$ cat src/design/lcc_pkg.sv
`default_nettype none

package lcc_pkg;

   localparam int CARD_WIDTH    = 63;
   localparam int MAX_DIGITS    = 19;
   localparam int BCD_DIGITS    = 19;
   localparam int BCD_WIDTH     = BCD_DIGITS * 4;
   localparam int BITS_PER_STEP = 4;
   localparam int CONV_STEPS    = (CARD_WIDTH + BITS_PER_STEP - 1) / BITS_PER_STEP;
   localparam int PAD_WIDTH     = CONV_STEPS * BITS_PER_STEP;
   localparam int COUNT_WIDTH   = 5;

   localparam logic [1:0] TYPE_INVALID    = 2'd0;
   localparam logic [1:0] TYPE_VISA       = 2'd1;
   localparam logic [1:0] TYPE_AMEX       = 2'd2;
   localparam logic [1:0] TYPE_MASTERCARD = 2'd3;

   typedef struct packed {
      logic                   load;
      logic                   conv;
      logic                   scan;
      logic                   finish;
      logic [COUNT_WIDTH-1:0] index;
   } cmd_type;

endpackage

`default_nettype wire

$ cat src/design/luhn_card_number_classifier.sv
`default_nettype none

// Luhn card number classifier. An item is taken when start is high and busy
// is low; busy then stays high until the result is ready. The number is
// converted to decimal four bits a cycle, its 19 decimal digits are then
// walked one a cycle for the checksum, length and leading digits, and a
// final step classifies. rsp_valid then rises and stays high for one cycle,
// and busy drops in that same cycle, so a new item can be taken as soon as
// rsp_valid rises. The receiver cannot stall: the result is valid on the
// rsp_ ports while rsp_valid is high and is held there until the next result.

module luhn_card_number_classifier (
   input  wire logic                            clock,
   input  wire logic                            reset,
   input  wire logic                            start,
   output logic                                 busy,
   input  wire logic [lcc_pkg::CARD_WIDTH-1:0]  req_card_number,
   output logic                                 rsp_valid,
   output logic [1:0]                           rsp_card_type,
   output logic                                 rsp_luhn_ok,
   output logic [lcc_pkg::COUNT_WIDTH-1:0]      rsp_digit_count
);
   import lcc_pkg::*;

   cmd_type cmd;

   lcc_ctrl u_ctrl (
      .clock     (clock),
      .reset     (reset),
      .start     (start),
      .busy      (busy),
      .rsp_valid (rsp_valid),
      .cmd       (cmd)
   );

   lcc_datapath u_datapath (
      .clock       (clock),
      .cmd         (cmd),
      .card_number (req_card_number),
      .card_type   (rsp_card_type),
      .luhn_ok     (rsp_luhn_ok),
      .digit_count (rsp_digit_count)
   );

   a_type_needs_checksum: assert property (@(posedge clock) disable iff (reset)
      (rsp_valid && rsp_card_type != TYPE_INVALID) |-> rsp_luhn_ok)
      else $error("card type given with failed checksum");

   a_count_bound: assert property (@(posedge clock) disable iff (reset)
      rsp_valid |-> (rsp_digit_count <= COUNT_WIDTH'(MAX_DIGITS)))
      else $error("digit count beyond limit");

   a_type_length: assert property (@(posedge clock) disable iff (reset)
      (rsp_valid && rsp_card_type != TYPE_INVALID) |->
         (rsp_digit_count == 5'd13 || rsp_digit_count == 5'd15 ||
          rsp_digit_count == 5'd16))
      else $error("card type given for an impossible length");

endmodule

`default_nettype wire

$ cat src/design/lcc_ctrl.sv
`default_nettype none

module lcc_ctrl (
   input  wire logic            clock,
   input  wire logic            reset,
   input  wire logic            start,
   output logic                 busy,
   output logic                 rsp_valid,
   output lcc_pkg::cmd_type     cmd
);
   import lcc_pkg::*;

   localparam logic [1:0] ST_IDLE = 2'd0;
   localparam logic [1:0] ST_CONV = 2'd1;
   localparam logic [1:0] ST_SCAN = 2'd2;
   localparam logic [1:0] ST_DONE = 2'd3;

   localparam logic [COUNT_WIDTH-1:0] CONV_LAST = COUNT_WIDTH'(CONV_STEPS - 1);
   localparam logic [COUNT_WIDTH-1:0] SCAN_LAST = COUNT_WIDTH'(BCD_DIGITS - 1);

   logic [1:0]             state_ff, state_in;
   logic [COUNT_WIDTH-1:0] cnt_ff, cnt_in;
   logic                   valid_ff, valid_in;

   always_comb begin
      state_in   = state_ff;
      cnt_in     = cnt_ff;
      valid_in   = 1'b0;
      cmd.load   = 1'b0;
      cmd.conv   = 1'b0;
      cmd.scan   = 1'b0;
      cmd.finish = 1'b0;
      cmd.index  = cnt_ff;
      case (state_ff)
         ST_IDLE: begin
            if (start) begin
               cmd.load = 1'b1;
               cnt_in   = '0;
               state_in = ST_CONV;
            end
         end
         ST_CONV: begin
            cmd.conv = 1'b1;
            if (cnt_ff == CONV_LAST) begin
               cnt_in   = '0;
               state_in = ST_SCAN;
            end else begin
               cnt_in = cnt_ff + 1'b1;
            end
         end
         ST_SCAN: begin
            cmd.scan = 1'b1;
            if (cnt_ff == SCAN_LAST) begin
               cnt_in   = '0;
               state_in = ST_DONE;
            end else begin
               cnt_in = cnt_ff + 1'b1;
            end
         end
         ST_DONE: begin
            cmd.finish = 1'b1;
            valid_in   = 1'b1;
            state_in   = ST_IDLE;
         end
         default: begin
            state_in = ST_IDLE;
         end
      endcase
   end

   always_ff @(posedge clock) begin
      if (reset) begin
         state_ff <= ST_IDLE;
         cnt_ff   <= '0;
         valid_ff <= 1'b0;
      end else begin
         state_ff <= state_in;
         cnt_ff   <= cnt_in;
         valid_ff <= valid_in;
      end
   end

   assign busy      = (state_ff != ST_IDLE);
   assign rsp_valid = valid_ff;

   a_start_goes_busy: assert property (@(posedge clock) disable iff (reset)
      (start && !busy) |=> busy)
      else $error("accepted item did not make the block busy");

   a_strobe_single: assert property (@(posedge clock) disable iff (reset)
      rsp_valid |=> !rsp_valid)
      else $error("result strobe longer than one cycle");

   a_strobe_idle: assert property (@(posedge clock) disable iff (reset)
      rsp_valid |-> !busy)
      else $error("result strobe while still busy");

endmodule

`default_nettype wire

$ cat src/design/lcc_datapath.sv
`default_nettype none

module lcc_datapath (
   input  wire logic                            clock,
   input  wire lcc_pkg::cmd_type                cmd,
   input  wire logic [lcc_pkg::CARD_WIDTH-1:0]  card_number,
   output logic [1:0]                           card_type,
   output logic                                 luhn_ok,
   output logic [lcc_pkg::COUNT_WIDTH-1:0]      digit_count
);
   import lcc_pkg::*;

   localparam logic [COUNT_WIDTH-1:0] MAX_COUNT = COUNT_WIDTH'(MAX_DIGITS);

   logic [PAD_WIDTH-1:0]   bin_ff, bin_in;
   logic [BCD_WIDTH-1:0]   bcd_ff, bcd_in;
   logic [3:0]             sum_ff, sum_in;
   logic [3:0]             prev_ff, prev_in;
   logic [3:0]             top_ff, top_in;
   logic [3:0]             next_ff, next_in;
   logic [COUNT_WIDTH-1:0] count_ff, count_in;
   logic                   ovf_ff, ovf_in;
   logic [1:0]             type_ff, type_in;
   logic                   ok_ff, ok_in;
   logic [COUNT_WIDTH-1:0] dcnt_ff, dcnt_in;

   logic [BCD_WIDTH+PAD_WIDTH-1:0] dabble;
   logic [3:0]             digit;
   logic [4:0]             dbl;
   logic [3:0]             contrib;
   logic [4:0]             sum_raw;
   logic [COUNT_WIDTH-1:0] count_fin;
   logic                   in_range;

   // shift-and-add-3 binary to BCD, BITS_PER_STEP bits per cycle
   always_comb begin
      dabble = {bcd_ff, bin_ff};
      for (int s = 0; s < BITS_PER_STEP; s++) begin
         for (int k = 0; k < BCD_DIGITS; k++) begin
            if (dabble[PAD_WIDTH + 4*k +: 4] >= 4'd5) begin
               dabble[PAD_WIDTH + 4*k +: 4] = dabble[PAD_WIDTH + 4*k +: 4] + 4'd3;
            end
         end
         dabble = dabble << 1;
      end
   end

   assign digit    = bcd_ff[3:0];
   assign dbl      = {digit, 1'b0};
   assign contrib  = cmd.index[0] ? ((dbl >= 5'd10) ? 4'(dbl - 5'd9) : dbl[3:0]) : digit;
   assign sum_raw  = {1'b0, sum_ff} + {1'b0, contrib};
   assign in_range = (cmd.index < MAX_COUNT);
   assign count_fin = ovf_ff ? MAX_COUNT : count_ff;

   always_comb begin
      bin_in   = bin_ff;
      bcd_in   = bcd_ff;
      sum_in   = sum_ff;
      prev_in  = prev_ff;
      top_in   = top_ff;
      next_in  = next_ff;
      count_in = count_ff;
      ovf_in   = ovf_ff;
      type_in  = type_ff;
      ok_in    = ok_ff;
      dcnt_in  = dcnt_ff;
      if (cmd.load) begin
         bin_in   = {{(PAD_WIDTH-CARD_WIDTH){1'b0}}, card_number};
         bcd_in   = '0;
         sum_in   = '0;
         prev_in  = '0;
         top_in   = '0;
         next_in  = '0;
         count_in = '0;
         ovf_in   = 1'b0;
      end
      if (cmd.conv) begin
         bcd_in = dabble[PAD_WIDTH +: BCD_WIDTH];
         bin_in = dabble[PAD_WIDTH-1:0];
      end
      if (cmd.scan) begin
         bcd_in  = bcd_ff >> 4;
         prev_in = digit;
         if (in_range) begin
            sum_in = (sum_raw >= 5'd10) ? 4'(sum_raw - 5'd10) : sum_raw[3:0];
            if (digit != 4'd0) begin
               count_in = cmd.index + 1'b1;
               top_in   = digit;
               next_in  = prev_ff;
            end
         end else if (digit != 4'd0) begin
            ovf_in = 1'b1;
         end
      end
      if (cmd.finish) begin
         ok_in   = (sum_ff == 4'd0);
         dcnt_in = count_fin;
         type_in = TYPE_INVALID;
         if (!ovf_ff && (sum_ff == 4'd0)) begin
            case (count_ff)
               COUNT_WIDTH'(13): begin
                  if (top_ff == 4'd4) type_in = TYPE_VISA;
               end
               COUNT_WIDTH'(15): begin
                  if (top_ff == 4'd3 && (next_ff == 4'd4 || next_ff == 4'd7)) begin
                     type_in = TYPE_AMEX;
                  end
               end
               COUNT_WIDTH'(16): begin
                  if (top_ff == 4'd4) begin
                     type_in = TYPE_VISA;
                  end else if (top_ff == 4'd5 && next_ff >= 4'd1 && next_ff <= 4'd5) begin
                     type_in = TYPE_MASTERCARD;
                  end
               end
               default: begin
                  type_in = TYPE_INVALID;
               end
            endcase
         end
      end
   end

   always_ff @(posedge clock) begin
      bin_ff   <= bin_in;
      bcd_ff   <= bcd_in;
      sum_ff   <= sum_in;
      prev_ff  <= prev_in;
      top_ff   <= top_in;
      next_ff  <= next_in;
      count_ff <= count_in;
      ovf_ff   <= ovf_in;
      type_ff  <= type_in;
      ok_ff    <= ok_in;
      dcnt_ff  <= dcnt_in;
   end

   assign card_type   = type_ff;
   assign luhn_ok     = ok_ff;
   assign digit_count = dcnt_ff;

endmodule

`default_nettype wire
$ cat config.mk
export PLATFORM = sky130hd
export DESIGN_NAME = luhn_card_number_classifier
export DESIGN_NICKNAME = d
export VERILOG_FILES = /design/src/design/lcc_pkg.sv /design/src/design/luhn_card_number_classifier.sv /design/src/design/lcc_ctrl.sv /design/src/design/lcc_datapath.sv
export SDC_FILE = /design/constraint.sdc
export NUM_CORES = 1
export LEC_CHECK = 0
export ABC_AREA = 1
export BUFFER_PORTS_ARGS = -buffer_cell sky130_fd_sc_hd__buf_2
export CORE_MARGIN = 2
export CORE_UTILIZATION = 40
export CTS_BUF_LIST = sky130_fd_sc_hd__clkbuf_8
export DETAILED_ROUTE_END_ITERATION = 8
export GPL_TIMING_DRIVEN = 0
export SLEW_MARGIN = 25
export SYNTH_ARGS = -nofsm -noshare
export SYNTH_HDL_FRONTEND = slang
export SYNTH_HIERARCHICAL = 1
export SYNTH_SLANG_ARGS = --single-unit
$ cat constraint.sdc
create_clock -name clock -period 4.41 [get_ports clock]
set_input_delay 0.882 -clock clock [delete_from_list [all_inputs] [get_ports clock]]
set_output_delay 0.882 -clock clock [all_outputs]
set_load 0.1 [all_outputs]
==> impl_metrics.env, run 1 <==
export IMPL_mappedNetlistNets=2437
export IMPL_yosys_most_used_dff="edfxtp_1"
export IMPL_synth_most_common_cell="nand2_1"
export IMPL_core_rowCount=73
export IMPL_fmax_ghz=0.267
export IMPL_fin_area_mm2=0.0176
export IMPL_start_util_pct=40.5
export IMPL_ys_types=51
export IMPL_hp_class="register to register"
export IMPL_fin_cells=2895
export IMPL_fillCellCount=4077
export IMPL_grtUsageMet3_pct=2.57
export IMPL_synth_area_mm2=0.0161
export IMPL_die_area_mm2=0.0418
export IMPL_yosysTopAreaCell="edfxtp_1"
export IMPL_crit_arrival_ps=4100
export IMPL_first_iter_violations=892
export IMPL_slew_viol_final=0
export IMPL_vias=14800
export IMPL_path_common_cell="nand2_1"
export IMPL_cts_tree="built"
export IMPL_seq_area_mm2=0.00500
export IMPL_fin_crit_sh_pct=84.9
export IMPL_clock_latency_ps=480
export IMPL_hold_viol=0
export IMPL_port_buffers=75
export IMPL_cpMaxStageDelayCell="edfxtp_1"
export IMPL_root_buffer="clkbuf_8"
export IMPL_grtUsageTotal_pct=18.5
export IMPL_rsz0062_at_grt="no"
export IMPL_wl_um=38000
export IMPL_synth_seq_area_share_pct=31.2
export IMPL_synth_top_area_share_pct=26.9
export IMPL_cpPeakStageDelay_ps=430
export IMPL_synth_common_cells="nand2_1 (704), inv_1 (339), nand3_1 (279), edfxtp_1 (144)"
export IMPL_synth_edff_count=144
export IMPL_n_antenna_cell=0
export IMPL_path_cells="inv_1 -> ha_1 -> inv_1 -> nand2_1 -> nand3_2 -> nand2_1 -> ha_1 -> inv_1 -> o21ai_0 -> nand2_1 -> xor2_1 -> ha_1 -> inv_1 -> o21ai_0 -> nand2_1 -> xor2_1 -> ha_1 -> nand2_1 -> nand3_1 -> nand2_1 -> o21ai_0 -> o21ai_0"
export IMPL_fin_skew_ps=17.9
export IMPL_clockBufferDepth=2
export IMPL_critPathCaptureType="register"
export IMPL_postCtsSetupBuffers=0
export IMPL_cap_violations=0
export IMPL_hpwl_um=29900
export IMPL_yosysWarnings=6
export IMPL_grt_max_degree=58
export IMPL_run_status="completed"
export IMPL_postSynth_asyncResetShare_pct=0
export IMPL_layout_drive_gt1_share_pct=15.2
export IMPL_dp_cells=2863
export IMPL_hold_buffers=0
export IMPL_multi_input_area_mm2=0.00957
export IMPL_synth_area_per_cell_um2=7.11
export IMPL_die_height_um=204
export IMPL_slew_headroom_pct=38.2
export IMPL_core_region_area_mm2=0.0396
export IMPL_cts_resized=0
export IMPL_cts_sinks=178
export IMPL_clkTransAtPathRegs_ps=120
export IMPL_yosys_top_cells_area="edfxtp_1 (27%), nand2_1 (16%), nand3_1 (8.7%)"
export IMPL_nets=2534
export IMPL_die_w_um=204
export IMPL_start_kind="register"
export IMPL_worstMarginPinSlew_ps=926
export IMPL_io_pins=76
export IMPL_antenna_found_initial=1
export IMPL_cts_made_buffers=17
export IMPL_synth_seq_cells=178
export IMPL_via_per_inst=5.10
export IMPL_h_tree_depth=4
export IMPL_post_route_drc_count=0
export IMPL_wl_per_cell_um=13.1
export IMPL_path_delay_family="adder cells"
export IMPL_met1_usage_pct=23.7
export IMPL_firstDrtPassIters=7
export IMPL_crit_fanout=4
export IMPL_crit_type="register to register"
export IMPL_dpl_cell_area_mm2=0.0172
export IMPL_crit_buf_inv=4
export IMPL_ant_nets=0
export IMPL_use_met2_pct=33.1
export IMPL_area_growth_synth_to_final_pct=9.40
export IMPL_cp_required_ps=4770
export IMPL_grt_pass1_wl_um=64100
export IMPL_min_period_ps=3740
export IMPL_grt_pass1_vias=14000
export IMPL_grt_ovfl_total=0
export IMPL_netlist_instances=2260
export IMPL_setup_viol=0
export IMPL_gp_congestion=0.814
export IMPL_grt_busiest_layer="met2"
-- stage by stage --
stage                     hold slack [ps]  util [%]  setup TNS (ps)  worst slack (ps)
after floorplan                       419         -               0               534
after global placement                441      43.1          -56320              -753
after detailed placement              450      43.3               0               714
after CTS                             480      44.3               0               679
after global routing                  493      44.3               0               225
final                                 475      44.3               0               668
-- area by class of cell --
class	instances	share of cell area [%]
multi-input cells	1693	54.5
plain buffers	37	0.947
repair buffers	78	2.52
clock inverters	15	0.962
flip-flops and latches	178	28.5
inverters	352	7.56
clock buffers	17	1.33
well taps	525	3.74
-- kinds of logic (layout without fill, tap and decap cells) --
logic type | Yosys count | in the layout | share of synthesized area [%]
flops | 178 | 178 | 31.2
buf+inv | 389 | 499 | 9.26
xor+xnor | 22 | 22 | 1.74
fa+ha+maj | 111 | 111 | 8.70
compound gates | 181 | 181 | 6.83
simple gates | 1379 | 1379 | 42.3
-- flip-flops by register name, summed over array words and instances, names as in the netlist --
signal and cells:
u_ctrl/cnt_ff 5, u_datapath/bin_ff 64, u_datapath/top_ff 4, u_datapath/luhn_ok 1, u_datapath/sum_ff 4, u_datapath/count_ff 5
u_datapath/prev_ff 4, u_datapath/ovf_ff 1, u_datapath/bcd_ff 76, u_ctrl/rsp_valid 1, u_datapath/card_type 2, u_datapath/digit_count 5
u_datapath/next_ff 4, u_ctrl/state_ff 2
-- final timing paths --
| kind | start | end | slack, ps | cells after the start |
|---|---|---|---|---|
| worst max register to register | u_datapath/bcd_ff[68] | u_datapath/bcd_ff[73] | 670 | 22 |
| worst min-delay path | u_datapath/prev_ff[0] | u_datapath/next_ff[0] | 470 | 2 |
| worst min register to register | u_datapath/prev_ff[0] | u_datapath/next_ff[0] | 470 | 2 |
| worst max-delay path | u_datapath/bcd_ff[68] | u_datapath/bcd_ff[73] | 670 | 22 |
-- cells in the final DEF, fill, tap and decap left out, types with 4 or more instances in the layout --
| cell | instances |
|---|---|
| a21o_1 | 14 |
| o21ai_1 | 14 |
| a21oi_1 | 25 |
| and2_1 | 40 |
| a31o_2 | 7 |
| o21ai_0 | 62 |
| o22ai_1 | 28 |
| inv_1 | 338 |
| dfxtp_1 | 34 |
| xor2_1 | 9 |
| inv_6 | 5 |
| buf_2 | 78 |
| clkinv_8 | 5 |
| edfxtp_1 | 144 |
| nand2_2 | 102 |
| clkbuf_1 | 23 |
| clkbuf_8 | 18 |
| nand3_2 | 65 |
| nand3b_1 | 6 |
| nand2_4 | 15 |
| inv_2 | 10 |
| a31oi_1 | 5 |
| nand2_1 | 704 |
| and2_4 | 8 |
| buf_1 | 7 |
| xnor2_2 | 5 |
| nor2_1 | 34 |
| nand3_1 | 279 |
| nand4_1 | 110 |
| xor2_2 | 4 |
| ha_1 | 110 |
| o21ai_2 | 15 |
-- worst reg2reg max path, cell delays in order, from the launching register on --
cell and delay (ps):
edfxtp_1 430, inv_1 200, ha_1 210, inv_1 40, nand2_1 130, nand3_2 120, nand2_1 140, ha_1 180
inv_1 60, o21ai_0 130, nand2_1 110, xor2_1 240, ha_1 240, inv_1 50, o21ai_0 200, nand2_1 110
xor2_1 270, ha_1 240, nand2_1 60, nand3_1 90, nand2_1 90, o21ai_0 180, o21ai_0 100
-- per-layer routing --
metal  vias up  share of wire, %
li1       7693                 -
met1      6798                47
met2       259                48
met3        25               3.8
met4         2               1.1
met5         -             0.034
Power of run 1 is not shown: default switching activity piles up to over one toggle a cycle in this logic, so the estimate is an artifact.
==> run 2, diff against run 1 <==
==> constraint.sdc (replaced) <==
create_clock -name clock -period 3.3 [get_ports clock]
set_input_delay 0.66 -clock clock [delete_from_list [all_inputs] [get_ports clock]]
set_output_delay 0.66 -clock clock [all_outputs]
set_load 0.1 [all_outputs]
==> run 2 against run 1 <==
  * Worst setup slack got worse by 600 ps
  * Die area unchanged
  * Cell count is 6.0% higher
  * Non-clock buffer count grew 173
  * Register-to-register slack worse by 600 ps
  * Global-route usage rose by 0.24 points
==> impl_metrics.env, run 2 (synthesized netlist as in run 1, its figures left out) <==
export IMPL_nets=2707
export IMPL_h_tree_depth=4
export IMPL_ant_nets=0
export IMPL_final_cell_mix="nand2_1 (575), inv_1 (260), nand3_1 (206)"
export IMPL_grt_pass1_vias=14500
export IMPL_grtUsageTotal_pct=18.8
export IMPL_area_growth_synth_to_final_pct=29.4
export IMPL_wl_per_cell_um=14.0
export IMPL_first_iter_violations=851
export IMPL_critPathCaptureType="register"
export IMPL_layout_drive_gt1_share_pct=36.1
export IMPL_antenna_found_initial=1
export IMPL_hpwl_um=29700
export IMPL_min_period_ps=3240
export IMPL_largest_reg_flops=76
export IMPL_slew_viol_final=0
export IMPL_largestRegisters="u_datapath/bcd_ff x76, u_datapath/bin_ff x64"
export IMPL_crit_type="register to register"
export IMPL_final_core_util_pct=52.4
export IMPL_grt_ovfl_total=0
export IMPL_n_antenna_cell=0
export IMPL_cts_tree="built"
export IMPL_core_region_area_mm2=0.0396
export IMPL_setup_viol=0
export IMPL_grt_pass1_wl_um=65000
export IMPL_worstSetupEndpoint="u_datapath/bcd_ff[73]"
export IMPL_die_height_um=204
export IMPL_fin_crit_sh_pct=98.1
export IMPL_cap_violations=0
export IMPL_slew_headroom_pct=38.2
export IMPL_wl_um=43000
export IMPL_seq_area_mm2=0.00501
export IMPL_final_common_cell="nand2_1"
export IMPL_root_buffer="clkbuf_8"
export IMPL_r2r_start="u_datapath/bcd_ff[73]"
export IMPL_port_buffers=75
export IMPL_cts_made_buffers=17
export IMPL_clkTransAtPathRegs_ps=110
export IMPL_worstMarginPinSlew_ps=928
export IMPL_cts_sinks=178
export IMPL_crit_fanout=3
export IMPL_hold_viol=0
export IMPL_gp_congestion=0.825
export IMPL_run_status="completed"
export IMPL_top_register="u_datapath/bcd_ff"
export IMPL_vias=15800
export IMPL_cp_required_ps=3670
export IMPL_fillCellCount=3729
export IMPL_via_per_inst=5.15
export IMPL_r2r_slack_ps=60
export IMPL_post_route_drc_count=0
export IMPL_fmax_ghz=0.309
export IMPL_io_pins=76
export IMPL_ff2ff_path_depth=23
export IMPL_hp_class="input port to register"
export IMPL_cpPeakStageDelay_ps=370
export IMPL_startpoint="u_datapath/bcd_ff[73]"
export IMPL_r2r_end="u_datapath/bcd_ff[73]"
export IMPL_firstDrtPassIters=5
export IMPL_start_kind="register"
export IMPL_grt_max_degree=32
export IMPL_path_cells="inv_2 -> ha_1 -> nand2_1 -> nand3_4 -> xor2_4 -> ha_4 -> inv_2 -> o21ai_2 -> nand2_2 -> xor2_2 -> ha_2 -> inv_2 -> o21ai_2 -> nand2_2 -> xor2_4 -> ha_2 -> inv_1 -> nand2_1 -> nand3_2 -> nand2_2 -> a21oi_2 -> o21ai_1 -> o21ai_1"
export IMPL_start_util_pct=40.5
export IMPL_fin_skew_ps=19.6
export IMPL_multi_input_area_mm2=0.0114
export IMPL_cpMaxStageDelayCell="dfxtp_2"
export IMPL_clockBufferDepth=2
export IMPL_core_rowCount=73
export IMPL_die_w_um=204
export IMPL_clock_latency_ps=490
export IMPL_rsz0062_at_grt="yes"
export IMPL_crit_arrival_ps=3610
export IMPL_die_area_mm2=0.0418
[run 2: critical path, delay by kind of cell, from the launching register on]
family | cells | cell delay, ps
AOI/OAI and AO/OA | 5 | 550
xor gates and xnor gates | 3 | 620
DFF | 1 | 370
and+or+nand+nor | 7 | 670
buffers and inverters | 4 | 160
adders and majority gates | 4 | 740
[run 2: cell type report]
cell class	count	area share, %
Timing Repair Buffer	251	8.64
Inverter	352	6.42
Sequential cell	178	24.1
Clock buffer	17	1.13
Clock inverter	15	0.879
Buffer	37	0.855
Multi-Input combinational cell	1693	54.8
Tap cell	525	3.16
[run 2: how the worst min path moves through the flow]
stage                           from                     to  slack [ps]  cells after the start
2_1_floorplan  u_datapath/prev_ff[3]  u_datapath/next_ff[3]         420                      2
6_report                       reset       u_ctrl/cnt_ff[4]         400                      2
4_1_cts                        reset       u_ctrl/cnt_ff[4]         370                      2
3_5_place_dp   u_datapath/prev_ff[0]  u_datapath/next_ff[0]         440                      2
3_3_place_gp   u_datapath/prev_ff[2]  u_datapath/next_ff[2]         450                      2
5_1_grt                        reset       u_ctrl/cnt_ff[4]         380                      2
[run 2: metal layers]
layer / GRT usage (%) / share of wire, %
met1: 23.5 / 44
met2: 33.6 / 51
met3: 2.81 / 3.9
met4: 4.74 / 1.4
met5: 0 / 0.030
[run 2: stage by stage]
step | area [µm²] | TNS [ps] | setup slack [ps] | std cells | hold slack [ps]
global route | 20800 | -2210 | -187 | 3068 | 381
detailed placement | 17200 | -6860 | -432 | 2864 | 438
CTS | 18400 | 0 | 0.929 | 2949 | 371
floorplan | 16100 | -20440 | -273 | 2260 | 419
global placement | 17100 | -112840 | -1460 | 2860 | 446
finish | 20800 | 0 | 63.9 | 3068 | 404
[run 2: what timing repair did]
action | 4_1_cts | 5_1_grt
pin swaps | 32 | 180
setup buffers | 53 | 119
hold endpoints to repair | 0 | 0
hold buffers | 0 | 0
endpoints found under the setup margin | 43 | 66
gates resized for setup | 117 | 392
gates cloned | 0 | 0
Power of run 2 is left out for the same reason.
